### config.mk
export PLATFORM = sky130hd
export DESIGN_NAME = key_click_event_detector
export DESIGN_NICKNAME = d
export VERILOG_FILES = /design/src/kced_pkg.sv /design/src/kced_lane.sv /design/src/kced_merge.sv /design/src/key_click_event_detector.sv
export VERILOG_INCLUDE_DIRS = /design/src /design/src/src
export SDC_FILE = /design/constraint.sdc
export NUM_CORES = 1
export LEC_CHECK = 0
export ABC_AREA = 1
export ABC_CLOCK_PERIOD_IN_PS = 7100
export BUFFER_PORTS_ARGS = -buffer_cell sky130_fd_sc_hd__buf_2
export CAP_MARGIN = 20
export CORE_ASPECT_RATIO = 2
export CORE_UTILIZATION = 45
export CTS_BUF_LIST = sky130_fd_sc_hd__clkbuf_8
export DETAILED_ROUTE_END_ITERATION = 12
export SLEW_MARGIN = 10
export SYNTH_ARGS = -nofsm -noshare
export SYNTH_HDL_FRONTEND = slang
export SYNTH_SLANG_ARGS = --single-unit
### constraint.sdc
create_clock -name clk -period 7.1 [get_ports clk]
set_clock_uncertainty 0.2 [all_clocks]
set_input_delay 1.42 -clock clk [delete_from_list [all_inputs] [get_ports clk]]
set_output_delay 1.42 -clock clk [all_outputs]
set_load 0.02 [all_outputs]
### src/key_click_event_detector_assert.svh
`ifndef KEY_CLICK_EVENT_DETECTOR_ASSERT_SVH
`define KEY_CLICK_EVENT_DETECTOR_ASSERT_SVH

// Same-cycle implication, checked at every rising clk edge outside reset.
`define KCED_ASSERT_NOW(label, ante, cons, msg) \
	label: assert property (@(posedge clk) disable iff (!arst_n) (ante) |-> (cons)) \
		else $error(msg);

// Next-cycle implication, checked at every rising clk edge outside reset.
`define KCED_ASSERT_NEXT(label, ante, cons, msg) \
	label: assert property (@(posedge clk) disable iff (!arst_n) (ante) |=> (cons)) \
		else $error(msg);

`endif

### src/kced_pkg.sv
package kced_pkg;

	// Fixed field widths
	localparam int PRESS_W = 2;
	localparam int REG_W   = 16;
	localparam int CFG_IDX_W = 3;

	// Per-key phase, one-hot
	typedef enum logic [7:0] {
		PH_IDLE   = 8'b0000_0001,
		PH_PRESS1 = 8'b0000_0010,
		PH_GAP1   = 8'b0000_0100,
		PH_PRESS2 = 8'b0000_1000,
		PH_GAP2   = 8'b0001_0000,
		PH_PRESS3 = 8'b0010_0000,
		PH_TRIPLE = 8'b0100_0000,
		PH_EXCEPT = 8'b1000_0000
	} phase_t;

	// Event codes
	typedef enum logic [2:0] {
		EV_S_PRES   = 3'd0,
		EV_S_REL    = 3'd1,
		EV_D_CLICK  = 3'd2,
		EV_T_CLICK  = 3'd3,
		EV_L_PRES   = 3'd4,
		EV_L_REPEAT = 3'd5,
		EV_L_REL    = 3'd6,
		EV_NONE     = 3'd7
	} ev_t;

	// Configuration register indexes
	typedef enum logic [CFG_IDX_W-1:0] {
		REG_MODE        = 3'd0,
		REG_LONG_PRESS  = 3'd1,
		REG_SHORT_MIN   = 3'd2,
		REG_SHORT_MAX   = 3'd3,
		REG_FIRST_GAP   = 3'd4,
		REG_SECOND_GAP  = 3'd5,
		REG_SECOND_HOLD = 3'd6,
		REG_THIRD_HOLD  = 3'd7
	} cfg_idx_t;

	typedef struct packed {
		logic             multi_click_mode;
		logic [REG_W-1:0] long_press_ticks;
		logic [REG_W-1:0] short_min_ticks;
		logic [REG_W-1:0] short_max_ticks;
		logic [REG_W-1:0] first_gap_ticks;
		logic [REG_W-1:0] second_gap_ticks;
		logic [REG_W-1:0] second_hold_max_ticks;
		logic [REG_W-1:0] third_hold_max_ticks;
	} cfg_t;

endpackage

### src/kced_lane.sv
module kced_lane
	import kced_pkg::*;
#(
	parameter int TICK_W = 16
) (
	input  logic clk,
	input  logic arst_n,
	input  logic advance,
	input  logic down,
	input  cfg_t cfg,
	output ev_t  ev
);

	`include "key_click_event_detector_assert.svh"

	localparam int CMP_W = (TICK_W > REG_W) ? TICK_W : REG_W;

	phase_t            phase_q, phase_d;
	logic [TICK_W-1:0] ticks_q, ticks_d, ticks_inc;
	ev_t               prev_q;
	logic [CMP_W-1:0]  cur_x, inc_x;

	// Saturating tick increment
	assign ticks_inc = (ticks_q == {TICK_W{1'b1}}) ? ticks_q : ticks_q + TICK_W'(1);
	assign cur_x     = CMP_W'(ticks_q);
	assign inc_x     = CMP_W'(ticks_inc);

	// Next phase, counter and event for this tick
	always_comb begin
		phase_d = phase_q;
		ticks_d = ticks_q;
		ev      = prev_q;
		unique case (phase_q) inside
			PH_IDLE: begin
				ev = EV_NONE;
				if (down) begin
					phase_d = PH_PRESS1;
					ticks_d = '0;
				end
			end
			PH_PRESS1: begin
				if (down) begin
					ticks_d = ticks_inc;
					if (ticks_inc == TICK_W'(1)) begin
						ev = EV_S_PRES;
					end else if (inc_x >= CMP_W'(cfg.long_press_ticks)) begin
						ev = (prev_q == EV_L_PRES || prev_q == EV_L_REPEAT) ?
							EV_L_REPEAT : EV_L_PRES;
					end else begin
						ev = EV_NONE;
					end
				end else if (!cfg.multi_click_mode) begin
					if (cur_x >= CMP_W'(cfg.short_min_ticks) &&
					    cur_x < CMP_W'(cfg.short_max_ticks)) begin
						ev = EV_S_REL;
					end else if (cur_x >= CMP_W'(cfg.long_press_ticks)) begin
						ev = EV_L_REL;
					end else begin
						ev = EV_NONE;
					end
					phase_d = PH_IDLE;
					ticks_d = '0;
				end else if (cur_x >= CMP_W'(cfg.long_press_ticks)) begin
					ev      = EV_L_REL;
					phase_d = PH_IDLE;
					ticks_d = '0;
				end else begin
					ev      = EV_NONE;
					phase_d = PH_GAP1;
					ticks_d = '0;
				end
			end
			PH_GAP1, PH_GAP2: begin
				if (down) begin
					phase_d = (phase_q == PH_GAP1) ? PH_PRESS2 : PH_PRESS3;
					ticks_d = '0;
				end else begin
					ticks_d = ticks_inc;
					if (phase_q == PH_GAP1) begin
						if (inc_x > CMP_W'(cfg.first_gap_ticks)) begin
							ev      = EV_S_REL;
							phase_d = PH_IDLE;
							ticks_d = '0;
						end
					end else if (inc_x > CMP_W'(cfg.second_gap_ticks)) begin
						ev      = EV_D_CLICK;
						phase_d = PH_IDLE;
						ticks_d = '0;
					end
				end
			end
			PH_PRESS2, PH_PRESS3: begin
				if (down) begin
					ticks_d = ticks_inc;
					if (inc_x > ((phase_q == PH_PRESS2) ?
					             CMP_W'(cfg.second_hold_max_ticks) :
					             CMP_W'(cfg.third_hold_max_ticks))) begin
						phase_d = PH_EXCEPT;
						ticks_d = '0;
					end
				end else begin
					phase_d = (phase_q == PH_PRESS2) ? PH_GAP2 : PH_TRIPLE;
					ticks_d = '0;
				end
			end
			PH_TRIPLE: begin
				ev      = EV_T_CLICK;
				phase_d = PH_IDLE;
				ticks_d = '0;
			end
			PH_EXCEPT: begin
				ev = EV_NONE;
				if (!down) begin
					phase_d = PH_IDLE;
					ticks_d = '0;
				end
			end
			default: begin
				phase_d = phase_q;
			end
		endcase
	end

	// Advance the key state once per accepted tick
	always_ff @(posedge clk or negedge arst_n) begin
		if (!arst_n) begin
			phase_q <= PH_IDLE;
			ticks_q <= '0;
			prev_q  <= EV_NONE;
		end else if (advance) begin
			phase_q <= phase_d;
			ticks_q <= ticks_d;
			prev_q  <= ev;
		end
	end

	`KCED_ASSERT_NEXT(a_phase_change_clears_ticks, advance && (phase_d != phase_q),
		ticks_q == '0, "tick counter not cleared on phase change")

endmodule

### src/kced_merge.sv
module kced_merge
	import kced_pkg::*;
#(
	parameter int NUM_KEYS = 2
) (
	input  logic       clk,
	input  logic       arst_n,
	input  logic       load,
	input  ev_t        lane_ev [NUM_KEYS],
	output logic       busy,
	output logic       out_valid,
	input  logic       out_stall,
	output logic       key_id,
	output logic [2:0] event_code,
	output logic       last_event
);

	`include "key_click_event_detector_assert.svh"

	logic [NUM_KEYS-1:0] pend_s1;
	ev_t                 code_s1 [NUM_KEYS];
	logic [NUM_KEYS-1:0] sel_oh;
	logic                sel_key;
	ev_t                 sel_code;
	logic                any_pend, rest_any, out_ready, take;
	logic                out_valid_q, key_q, last_q;
	ev_t                 code_q;

	// Pick the lowest pending key
	always_comb begin
		sel_oh   = '0;
		sel_key  = 1'b0;
		sel_code = EV_NONE;
		for (int k = NUM_KEYS - 1; k >= 0; k--) begin
			if (pend_s1[k]) begin
				sel_oh    = '0;
				sel_oh[k] = 1'b1;
				sel_key   = 1'(k);
				sel_code  = code_s1[k];
			end
		end
	end

	assign any_pend  = |pend_s1;
	assign rest_any  = |(pend_s1 & ~sel_oh);
	assign out_ready = !out_valid_q || !out_stall;
	assign take      = out_ready && any_pend;
	// Hold off new ticks until the last pending event moves out
	assign busy      = any_pend && !(take && !rest_any);

	// Load the events of a tick, drop each one as it moves to the output
	always_ff @(posedge clk or negedge arst_n) begin
		if (!arst_n) begin
			pend_s1 <= '0;
		end else if (load) begin
			for (int k = 0; k < NUM_KEYS; k++) begin
				pend_s1[k] <= (lane_ev[k] != EV_NONE);
			end
		end else if (take) begin
			pend_s1 <= pend_s1 & ~sel_oh;
		end
	end

	always_ff @(posedge clk) begin
		if (load) begin
			for (int k = 0; k < NUM_KEYS; k++) begin
				code_s1[k] <= lane_ev[k];
			end
		end
	end

	// Output register
	always_ff @(posedge clk or negedge arst_n) begin
		if (!arst_n) begin
			out_valid_q <= 1'b0;
		end else if (out_ready) begin
			out_valid_q <= any_pend;
		end
	end

	always_ff @(posedge clk) begin
		if (take) begin
			key_q  <= sel_key;
			code_q <= sel_code;
			last_q <= !rest_any;
		end
	end

	assign out_valid  = out_valid_q;
	assign key_id     = key_q;
	assign event_code = code_q;
	assign last_event = last_q;

	`KCED_ASSERT_NOW(a_no_empty_event, out_valid_q, code_q != EV_NONE,
		"output transaction carries no event")
	`KCED_ASSERT_NEXT(a_tick_continues, out_valid_q && !out_stall && !last_q,
		out_valid_q, "events of one tick not delivered back to back")
	`KCED_ASSERT_NEXT(a_drain_empties, take && !rest_any && !load,
		pend_s1 == '0, "pending events left after the last one was taken")

endmodule

### src/key_click_event_detector.sv
// Order: an accepted scan tick is loaded into the pending event registers; its events
//   then go to the output register in key order, one per cycle unless stalled.
// Throughput: one tick per cycle while at most one key reports and nothing stalls; a
//   tick with more events holds the input until all move out, one output slot each.
// Reset (arst_n low): every key idle with counters at zero, registers at their defaults.
module key_click_event_detector
	import kced_pkg::*;
#(
	parameter int NUM_KEYS         = 2,
	parameter int TICK_COUNT_WIDTH = 16
) (
	input  logic                 clk,
	input  logic                 arst_n,
	input  logic                 in_valid,
	output logic                 in_stall,
	input  logic [PRESS_W-1:0]   pressed_mask,
	output logic                 out_valid,
	input  logic                 out_stall,
	output logic                 key_id,
	output logic [2:0]           event_code,
	output logic                 last_event,
	input  logic                 cfg_wr_en,
	input  logic [CFG_IDX_W-1:0] cfg_index,
	input  logic [REG_W-1:0]     cfg_data
);

	cfg_t cfg_q;
	logic accept, busy;
	ev_t  lane_ev [NUM_KEYS];

	// Configuration writes
	always_ff @(posedge clk or negedge arst_n) begin
		if (!arst_n) begin
			cfg_q.multi_click_mode      <= 1'b0;
			cfg_q.long_press_ticks      <= REG_W'(100);
			cfg_q.short_min_ticks       <= REG_W'(2);
			cfg_q.short_max_ticks       <= REG_W'(100);
			cfg_q.first_gap_ticks       <= REG_W'(30);
			cfg_q.second_gap_ticks      <= REG_W'(30);
			cfg_q.second_hold_max_ticks <= REG_W'(30);
			cfg_q.third_hold_max_ticks  <= REG_W'(30);
		end else if (cfg_wr_en) begin
			unique case (cfg_idx_t'(cfg_index))
				REG_MODE:        cfg_q.multi_click_mode      <= cfg_data[0];
				REG_LONG_PRESS:  cfg_q.long_press_ticks      <= cfg_data;
				REG_SHORT_MIN:   cfg_q.short_min_ticks       <= cfg_data;
				REG_SHORT_MAX:   cfg_q.short_max_ticks       <= cfg_data;
				REG_FIRST_GAP:   cfg_q.first_gap_ticks       <= cfg_data;
				REG_SECOND_GAP:  cfg_q.second_gap_ticks      <= cfg_data;
				REG_SECOND_HOLD: cfg_q.second_hold_max_ticks <= cfg_data;
				REG_THIRD_HOLD:  cfg_q.third_hold_max_ticks  <= cfg_data;
				default:         cfg_q <= cfg_q;
			endcase
		end
	end

	assign in_stall = busy;
	assign accept   = in_valid && !busy;

	// One lane per key; keys beyond the mask width read as released
	for (genvar k = 0; k < NUM_KEYS; k++) begin : g_lane
		logic down;
		if (k < PRESS_W) begin : g_bit
			assign down = pressed_mask[k];
		end else begin : g_none
			assign down = 1'b0;
		end
		kced_lane #(
			.TICK_W(TICK_COUNT_WIDTH)
		) u_lane (
			.clk(clk),
			.arst_n(arst_n),
			.advance(accept),
			.down(down),
			.cfg(cfg_q),
			.ev(lane_ev[k])
		);
	end

	// Serialize the lane events
	kced_merge #(
		.NUM_KEYS(NUM_KEYS)
	) u_merge (
		.clk(clk),
		.arst_n(arst_n),
		.load(accept),
		.lane_ev(lane_ev),
		.busy(busy),
		.out_valid(out_valid),
		.out_stall(out_stall),
		.key_id(key_id),
		.event_code(event_code),
		.last_event(last_event)
	);

endmodule

==> summary by stage, run 1 <==
Status
The flow ran to the end, and the final reports show no timing, DRC or antenna violations.

Setup path
Walking the worst path, the cells encountered are nor2_2 -> nand2_2 -> nor4_4 -> inv_1 -> o21ai_0 -> ha_1 -> nand2_1 -> o21a_1 -> o221ai_1 -> nand2_1 -> nand2_1 -> nand2_1 -> nand2_1 -> nand3_4 -> nand2_4 -> nand2_4 -> nand2_1 -> o21ai_1. The category of cells accounting for the largest share of critical-path delay is simple AND/OR/NAND/NOR gates. The classification of the worst setup path is flop to flop. In this run the worst path has a maximum fanout of 30. The cell that appears most often on the critical path is sky130_fd_sc_hd__nand2_1.

The slowest stage of the critical path is the sky130_fd_sc_hd__o21ai_0 cell. Measured in cells, the most critical reg-to-reg path has a length of 18. Tracing the worst setup path back leads to its startpoint at g_lane[0].u_lane.phase_q[4]. At the worst endpoint, the arrival time is 4950 ps. The startpoint of the worst-slack reg-to-reg timing path is g_lane[0].u_lane.phase_q[4]. In this run the number of cells on the critical path is 18.

The nature of the critical path startpoint is a flop. The largest incremental delay on the critical path is 600 ps. The endpoint kind of the worst setup timing path is a flop.

The buffer and inverter count on the worst path is 1. STA puts the critical path data required time at 7300 ps.

Placed design
The minimum setup slack after placement is 2400 ps. The number of port buffers is 32. After detailed placement, the design holds a cell count of 2384. The routability-driven placement congestion ratio is 1.05. The HPWL after detailed placement is 39400 um.

GRT
The global-route usage over all layers is 30.6%. The wire length of the first global-routing pass is 75100 um. The number of antenna violations at the first check in global routing was 1. The remaining global-route overflow is 0.

The maximum number of pins on one net before global-route repair is 70. The number of global-route vias before repair is 13366.

Route
The length of routed wiring on met1 is 16500 um. For this block, the via count after detailed routing is 13380. The number of search-and-repair iterations in the first detailed-routing pass is 7. The top layer reached by signal wires is met4.

The routed wirelength normalized by instance count is 20.0 um. Wire segments on met2 add up to 25500 um in the final route. The post-detailed-route count of antenna-violating nets is 0.

After detailed routing, the total wire length is 48500 um. For this run, design rule violations remaining after detail routing come to 0. The length of routed met3 wiring is 2260 um. The starting DRC count in detailed routing is 615.

The ratio of routed vias to standard cells is 5.53.

STA
The worst slew margin relative to its limit is 20.4%. In the final timing run, aggregate negative setup slack is 0 ps. The highest clock rate is 211 MHz. The number of hold violations in the final report is 0. The worst-case setup margin in the final layout is 2350 ps. The slew at the pin with the worst max-slew slack is 1180 ps. Setup repair after global routing left no endpoint under its margin. Dividing the final minimum period by the clock period gives 66.9%. Setup violations remaining at the end of the flow were counted as 0.

After layout, the minimum clock period comes to 4750 ps. The max-slew violation total from the final report is 0.

Synth
After synthesis the netlist holds a flip-flop and latch count of 181. After synthesis, the cell types taking the most area are sky130_fd_sc_hd__dfrtp_1, sky130_fd_sc_hd__ha_1, sky130_fd_sc_hd__nand2_1, sky130_fd_sc_hd__o21ai_0, sky130_fd_sc_hd__inv_1. The net count after synthesis is 2211.

The commonest cells after synthesis are sky130_fd_sc_hd__nand2_1, sky130_fd_sc_hd__inv_1, sky130_fd_sc_hd__ha_1, sky130_fd_sc_hd__o21ai_0, sky130_fd_sc_hd__dfrtp_1. After synthesis, the mean cell area works out to 7.52 um^2. The count of mapped cells out of synthesis is 1961. After synthesis the cells add up to 14800 um^2.

The count of synthesis-stage warnings from yosys is 0. For this run, the leading register cell type out of synthesis is sky130_fd_sc_hd__dfrtp_1. The share of async-settable or async-resettable flops after synthesis is 93.9%. The share of the Yosys chip area taken by registers is 31.3%. Counting flops with a built-in enable in the synthesized netlist gives 11.

In this run the biggest area consumer among cell types represents 23.6% of the synthesized area. The unique cell type count in the Yosys netlist is 56. sky130_fd_sc_hd__dfrtp_1 takes more of the synthesized area than any other cell.

Among all cell types in the netlist, the one instantiated most often is sky130_fd_sc_hd__nand2_1.

Cells and area
The finished layout holds 2419 standard cells, fillers aside. At the end of the flow the core is filled with cells to 48.7%. After the last flow step, the layout net total stands at 2228. The area growth from synthesis to layout is 6.33%. Of the cells placed in the final design, the portion with a size suffix greater than 1 is 10.5%.

Die
Measured along the x axis, the die boundary spans 130 um. The initial utilization of the core area, before any placement, comes to 45.8%. The number of top-level pins is 33.

The region available for standard cell placement spans 32200 um^2. The floorplan step defined a die boundary enclosing 33600 um^2. The floorplan has 93 rows. The die height is 258 um.

Min path
The cell depth of the worst hold path is 2. The path class of the tightest hold or removal check is flop to flop. The startpoint of the lowest-slack hold path is cfg_q[90].

Pwr
The largest vdd supply drop is 0.152 mV. The sum of internal, switching and leakage power is 3.07 mW. The power density relative to cell area is 196 nW/um^2. The cell leakage power is 7.68 nW.

Clock network
The count of hold buffers inserted by post-cts repair is 0. In this run the number of H-tree levels came out at 4. The number of setup buffers added after CTS is 0. Clock tree synthesis selected as its root buffer the cell sky130_fd_sc_hd__clkbuf_8.

The CTS tree is yes. The clock edge transition at the registers on the reported setup and hold paths is 100 ps. Buffers inserted during clock tree synthesis total 17. Gates resized during post-CTS repair numbered 0. At the later pin of the worst-skew pair, clock insertion delay measures 530 ps.

No sink is reached through more buffers than the 2 on the longest clock path. The total number of clock tree sinks is 181.

Flow run
The number of max-capacitance violations reported is 0.
## path summary, 6_finish.rpt
path / endpoint / slack [ps]
worst min-delay path: cfg_q[90] / 290
min in group asynchronous: g_lane[1].u_lane.cur_x[3] / 620
max in group asynchronous: cfg_q[12] / 4730
worst max register to register: g_lane[0].u_lane.phase_q[5] / 2350
worst max-delay path: g_lane[0].u_lane.phase_q[5] / 2350
worst min register to register: cfg_q[90] / 290
## final cells by class
| type | count | area [um^2] |
|---|---|---|
| fillers | 3315 | 16500 |
| multi-input cells | 1476 | 8920 |
| flip-flops and latches | 181 | 4620 |
| inverters | 263 | 991 |
| well taps | 427 | 534 |
| clock buffers | 18 | 248 |
| repair buffers | 39 | 234 |
| clock inverters | 14 | 140 |
| diodes | 1 | 2.50 |
## tightest hold or removal path: stages (launching register included)
cell and delay (ps):
sky130_fd_sc_hd__dfrtp_1 360, sky130_fd_sc_hd__nand2_1 50, sky130_fd_sc_hd__o21ai_0 60
## metal layers
layer / vias up / GRT usage (%)
met5: - / 0
met2: 398 / 55.9
met4: 0 / 23.8
li1: 6546 / -
met3: 174 / 5.26
met1: 6262 / 29.7
## state kept, by name, summed over array words and instances, names as in the netlist
register               flops
cfg_q                    113
g_lane.u_lane.cur_x       32
g_lane.u_lane.phase_q     16
g_lane.u_lane.prev_q       6
u_merge.code_s1            6
u_merge.event_code         3
u_merge.pend_s1            2
u_merge.key_id             1
u_merge.last_event         1
u_merge.out_valid          1
## power by group
| group | switching (mW) | internal, mW | leakage, nW | total [mW] |
|---|---|---|---|---|
| registers | 0.0922 | 1.22 | 2.09 | 1.31 |
| clock network | 0.457 | 0.269 | 0.196 | 0.727 |
| logic | 0.671 | 0.358 | 5.39 | 1.03 |
| total | 1.22 | 1.85 | 7.68 | 3.07 |
## placed cells by master, fill, tap and decap left out, types with 14 or more instances in the layout
cell type	synthesis	layout
sky130_fd_sc_hd__nand4_1	37	37
sky130_fd_sc_hd__nor2_1	100	100
sky130_fd_sc_hd__nor3_1	22	21
sky130_fd_sc_hd__dfrtp_1	139	139
sky130_fd_sc_hd__inv_1	244	244
sky130_fd_sc_hd__nand2_1	533	533
sky130_fd_sc_hd__o21ai_1	23	23
sky130_fd_sc_hd__inv_2	14	14
sky130_fd_sc_hd__o21ai_0	192	192
sky130_fd_sc_hd__nand3_1	92	92
sky130_fd_sc_hd__dfstp_2	31	31
sky130_fd_sc_hd__clkbuf_8	0	18
sky130_fd_sc_hd__nand2_2	16	16
sky130_fd_sc_hd__buf_2	4	31
sky130_fd_sc_hd__ha_1	224	224
sky130_fd_sc_hd__a21oi_1	111	111
## logic make-up after synthesis
| logic type | after synthesis | share of synthesized area (%) |
|---|---|---|
| XOR/XNOR | 11 | 0.704 |
| buffers and inverters | 304 | 8.27 |
| adder cells (fa/ha/maj) | 224 | 19.0 |
| AND/OR/NAND/NOR | 862 | 26.5 |
| AO/OA/AOI/OAI | 379 | 14.2 |
| flip-flops | 181 | 31.3 |
## metrics by stage
stage                     hold WS, ps  area, um^2
after floorplan                   253       14800
after global placement            266       15300
after detailed placement          273       15300
after CTS                         298       15700
after global routing              311       15700
final                             295       15700
Power figures use the tool's default switching activity.
==> run 2, diff against run 1 <==
--- a/config.mk
+++ b/config.mk
@@ -6,8 +6,8 @@
 export SDC_FILE = /design/constraint.sdc
 export NUM_CORES = 1
 export LEC_CHECK = 0
-export ABC_AREA = 1
-export ABC_CLOCK_PERIOD_IN_PS = 7100
+export ABC_AREA = 0
+export ABC_CLOCK_PERIOD_IN_PS = 4200
 export BUFFER_PORTS_ARGS = -buffer_cell sky130_fd_sc_hd__buf_2
 export CAP_MARGIN = 20
 export CORE_ASPECT_RATIO = 2
==> constraint.sdc (replaced) <==
create_clock -name clk -period 4.2 [get_ports clk]
set_clock_uncertainty 0.2 [all_clocks]
set_input_delay 0.84 -clock clk [delete_from_list [all_inputs] [get_ports clk]]
set_output_delay 0.84 -clock clk [all_outputs]
set_load 0.02 [all_outputs]
==> run 2 against run 1 <==
Compared with the run above:
- critical path depth shrank 1
- critical endpoint is now g_lane[0].u_lane.cur_x[3]
- setup slack lost 2300 ps
- sequential cell count is the same
- total power grew 110%
- register-to-register slack lost 2300 ps
- via count shrank 5.7%
- highest routed layer unchanged
- global-route usage grew 0.16 points
- largest power group is now combinational cells
- synthesized cell count shrank 25%
==> summary by stage, run 2 <==
Cells and area
The register ranked first by flip-flop count is cfg_q (unchanged). The commonest non-fill, non-tap cell in the layout is sky130_fd_sc_hd__ha_1 (was sky130_fd_sc_hd__nand2_1). The total area of multi-input combinational cells is 9370 um^2 (was 8920 um^2). Commonest cells after routing, fill and taps aside: sky130_fd_sc_hd__ha_1, sky130_fd_sc_hd__buf_4, sky130_fd_sc_hd__dfrtp_1 (was sky130_fd_sc_hd__nand2_1, sky130_fd_sc_hd__inv_1, sky130_fd_sc_hd__ha_1).

The final layout net count was 1940 (was 2228). The area growth from synthesis to layout is 23.3% (was 6.33%). The post-route cell area is 17200 um^2 (was 15700 um^2).

The fraction of layout cells with a size suffix above 1 is 30.0% (was 10.5%). The fill cell instance count of the final layout is 2667 (was 3315). The flip-flop count of the largest register after layout is 113 (unchanged).

The register area is 4630 um^2 (was 4620 um^2).

Synth
The synthesized flop and latch total is 181 (unchanged). The leading register cell type out of synthesis is sky130_fd_sc_hd__dfrtp_1 (unchanged). The cell type with the largest total area after synthesis is sky130_fd_sc_hd__dfrtp_1 (unchanged). The net count after synthesis is 1716 (was 2211). The share of async-settable or async-resettable flops after synthesis is 93.9% (unchanged). The count of synthesis-stage warnings from yosys is 0 (unchanged).

The fraction of the yosys area taken by sequential cells is 33.2% (was 31.3%). The average cell area after synthesis is 9.49 um^2 (was 7.52 um^2). The number of enable-type register cells in the synthesized netlist is 11 (unchanged). Dominant cells by area after synthesis: sky130_fd_sc_hd__dfrtp_1, sky130_fd_sc_hd__ha_1, sky130_fd_sc_hd__mux2_2, sky130_fd_sc_hd__dfstp_2, sky130_fd_sc_hd__o21ai_0 (was sky130_fd_sc_hd__dfrtp_1, sky130_fd_sc_hd__ha_1, sky130_fd_sc_hd__nand2_1, sky130_fd_sc_hd__o21ai_0, sky130_fd_sc_hd__inv_1). Most numerous cell types in the synthesized netlist: sky130_fd_sc_hd__ha_1, sky130_fd_sc_hd__dfrtp_1, sky130_fd_sc_hd__nand2_1, sky130_fd_sc_hd__inv_1, sky130_fd_sc_hd__o21ai_0 (was sky130_fd_sc_hd__nand2_1, sky130_fd_sc_hd__inv_1, sky130_fd_sc_hd__ha_1, sky130_fd_sc_hd__o21ai_0, sky130_fd_sc_hd__dfrtp_1). The unique cell type count in the Yosys netlist is 79 (was 56). The most repeated cell in the gate-level netlist after synthesis is sky130_fd_sc_hd__ha_1 (was sky130_fd_sc_hd__nand2_1).

The summed instance area of the synthesized netlist was 13900 um^2 (was 14800 um^2). The count of mapped cells out of synthesis is 1466 (was 1961). The proportion of netlist area held by the largest area contributor is 25.0% (was 23.6%).

Route
The ratio of routed vias to standard cells is 6.09 (was 5.53). The number of search-and-repair iterations in the first detailed-routing pass is 5 (was 7). The routed wirelength normalized by instance count is 23.4 um (was 20.0 um).

The post-detailed-route count of antenna-violating nets is 0 (unchanged). The count of unresolved DRC violations after routing is 0 (unchanged). The starting DRC count in detailed routing is 701 (was 615). The total length of routed wires is 48600 um (was 48500 um). The total via count after detailed routing was 12616 (was 13380).

Pwr
The largest vdd supply drop is 0.226 mV (was 0.152 mV). The sequential share of power came to 36.9% (was 42.8%). The power density relative to cell area is 378 nW/um^2 (was 196 nW/um^2). The portion of total power attributed to the clock network is 18.9% (was 23.7%). The cell leakage power came to 8.59 nW (was 7.68 nW). The switching share of total power is 40.1% (was 39.8%).

The sum of internal, switching and leakage power is 6.48 mW (was 3.07 mW). The internal power is 3.88 mW (was 1.85 mW). The relative contribution of combinational cells to total power came to 44.2% (was 33.5%). The switching power is 2.60 mW (was 1.22 mW).

STA
The highest clock rate is 243 MHz (was 211 MHz). The number of hold violations in the final report is 0 (unchanged). The share of the cycle needed by the critical path after routing came to 98.0% (was 66.9%).

The max-slew violation total from the final report came to 0 (unchanged). The number of setup violations in the final report is 0 (unchanged). The shortest period the worst path allows is 4120 ps (was 4750 ps). RSZ-0062 raised after global routing: yes (was no). The slew at the pin with the worst max-slew slack is 823 ps (was 1180 ps). The setup TNS is 0 ps (unchanged). The worst slew margin relative to its limit was 45.1% (was 20.4%).

The worst hold margin came to 164 ps (was 295 ps).

Clock network
The total clock buffers created by CTS is 17 (unchanged). The number of levels the H-tree was split into was 4 (unchanged). The clock edge transition at the registers on the reported setup and hold paths is 120 ps (was 100 ps).

The clock root buffer master is sky130_fd_sc_hd__clkbuf_8 (unchanged). The total number of clock tree sinks was 181 (unchanged). The clock insertion delay at the later pin of the skew report is 540 ps (was 530 ps). The clock tree buffer depth is 2 (unchanged). The CTS tree is yes (unchanged).

Setup path
The endpoint kind of the worst setup timing path is a flop (unchanged). The classification of the worst setup path is flop to flop (unchanged). The critical path's slowest cell is sky130_fd_sc_hd__a221o_2 (was sky130_fd_sc_hd__o21ai_0).

The worst endpoint data arrival time is 4380 ps (was 4950 ps). The largest incremental delay on the critical path is 430 ps (was 600 ps). The most repeated library cell on the critical path was sky130_fd_sc_hd__a21o_1 (was sky130_fd_sc_hd__nand2_1). The required time of the critical path came to 4460 ps (was 7300 ps). The nature of the critical path startpoint is a flop (unchanged). Cell-by-cell trace of the critical path: buf_6 -> and3_4 -> and3_4 -> o211ai_1 -> buf_4 -> xnor2_2 -> ha_1 -> a21o_1 -> a21o_1 -> a21o_1 -> a21o_1 -> a211o_1 -> a221o_2 -> a211oi_4 -> buf_6 -> o21ai_1 -> nand2_1 (was nor2_2 -> nand2_2 -> nor4_4 -> inv_1 -> o21ai_0 -> ha_1 -> nand2_1 -> o21a_1 -> o221ai_1 -> nand2_1 -> nand2_1 -> nand2_1 -> nand2_1 -> nand3_4 -> nand2_4 -> nand2_4 -> nand2_1 -> o21ai_1).

The maximum fanout count along the critical path came to 7 (was 30).

Status
Status: complete, no violations (unchanged).

GRT
The number of global-route vias before repair came to 12609 (was 13366). The number of antenna violations at the first check in global routing is 1 (unchanged). The maximum number of pins on one net before global-route repair is 82 (was 70). The global-route usage over all layers came to 30.8% (was 30.6%). The remaining global-route overflow is 0 (unchanged). The wire length of the first global-routing pass came to 71500 um (was 75100 um).

Die
The die height came to 251 um (was 258 um). The number of top-level pins is 33 (unchanged). The effective utilization at floorplan is 45.9% (was 45.8%). The overall die width is 126 um (was 130 um). The standard-cell row count is 90 (was 93).

The core outline area was 30300 um^2 (was 32200 um^2). The area of the die is 31700 um^2 (was 33600 um^2).

Placed design
The post-place instance area is 15900 um^2 (was 15300 um^2). The number of port buffers is 32 (unchanged). The routability-driven placement congestion ratio is 0.991 (was 1.05).

The HPWL after detailed placement was 38600 um (was 39400 um).

Min path
The classification of the worst-slack hold path is input pin to async pin (was flop to flop).

Flow run
The number of max-capacitance violations reported is 0 (unchanged).
run 2: cell count changes after synthesis, sizes merged, moves of 11 or more:
cell	change
a21o	+33
a21oi	-31
and3	+12
clkbuf	+14
inv	-147
mux2	+84
mux2i	+41
nand2	-430
nand2b	+24
nand3	-65
nor2	-52
nor2b	+12
o21ai	-119
o31ai	+11
run 2: worst paths after layout:
kind | from | end | slack, ps | cells past startpoint
max | g_lane[0].u_lane.cur_x[0] | g_lane[0].u_lane.cur_x[3] | 80 | 17
min | arst_n | cfg_q[0] | 160 | 1
max reg2reg | g_lane[0].u_lane.cur_x[0] | g_lane[0].u_lane.cur_x[3] | 80 | 17
min reg2reg | cfg_q[43] | cfg_q[43] | 310 | 1
max in group asynchronous | arst_n | cfg_q[102] | 2750 | 2
min in group clk | cfg_q[43] | cfg_q[43] | 310 | 1
run 2: cells by family after synthesis:
family	after synthesis	share of synthesized area, %
and+or+nand+nor	411	15.3
AOI/OAI and AO/OA	348	15.9
adders and majority gates	225	20.2
DFF	181	33.2
buffers and inverters	157	4.33
muxes	125	9.78
xor gates and xnor gates	19	1.20
run 2: timing repair:
item                       in CTS  in global routing
hold buffers                    0                  0
pin swaps                       4                 49
gates resized for setup        24                123
setup endpoints to repair      54                 57
gates cloned                    0                  1
buffers inserted                4                 30
run 2: cell type report:
class,instances,area share [%]
clock buffer,17,1.36
multi-input combinational,1129,54.7
inverter,112,2.45
antenna,1,0.0146
clock inverter,14,0.846
tap,368,2.68
timing repair buffer,249,11.0
sequential,181,27.0
run 2: metal layers:
metal,share of wire (%),vias up,track usage (%)
met5,0,-,0
met4,10,0,25.3
met3,3.3,204,4.02
met2,52,374,57.5
met1,34,6185,29.7
li1,-,5853,-
run 2: worst max-delay path, delay by kind of cell (launching register included):
| kind | cells | cell delay [ps] |
|---|---|---|
| xor+xnor | 1 | 190 |
| buf+inv | 3 | 480 |
| compound gates | 9 | 1960 |
| fa+ha+maj | 1 | 290 |
| simple gates | 3 | 520 |
| flops | 1 | 390 |
run 2: power groups by stage:
| stage | clock network, mW | registers, mW | logic [mW] |
|---|---|---|---|
| after floorplan | 0 | 2.39 | 1.65 |
| after global placement | 0 | 2.40 | 2.57 |
| after detailed placement | 0 | 2.41 | 2.65 |
| after CTS | 1.26 | 2.38 | 2.70 |
| after global routing | 1.31 | 2.43 | 3.15 |
| final | 1.23 | 2.39 | 2.87 |
run 2: per-stage QoR:
stage	util, %	setup slack [ps]	cells
after floorplan	-	0.164	1466
after global placement	52.4	-364	2004
after detailed placement	52.4	-450	2004
after CTS	54.1	-7.80	2039
after global routing	56.6	-112	2071
final	56.6	84.0	2071
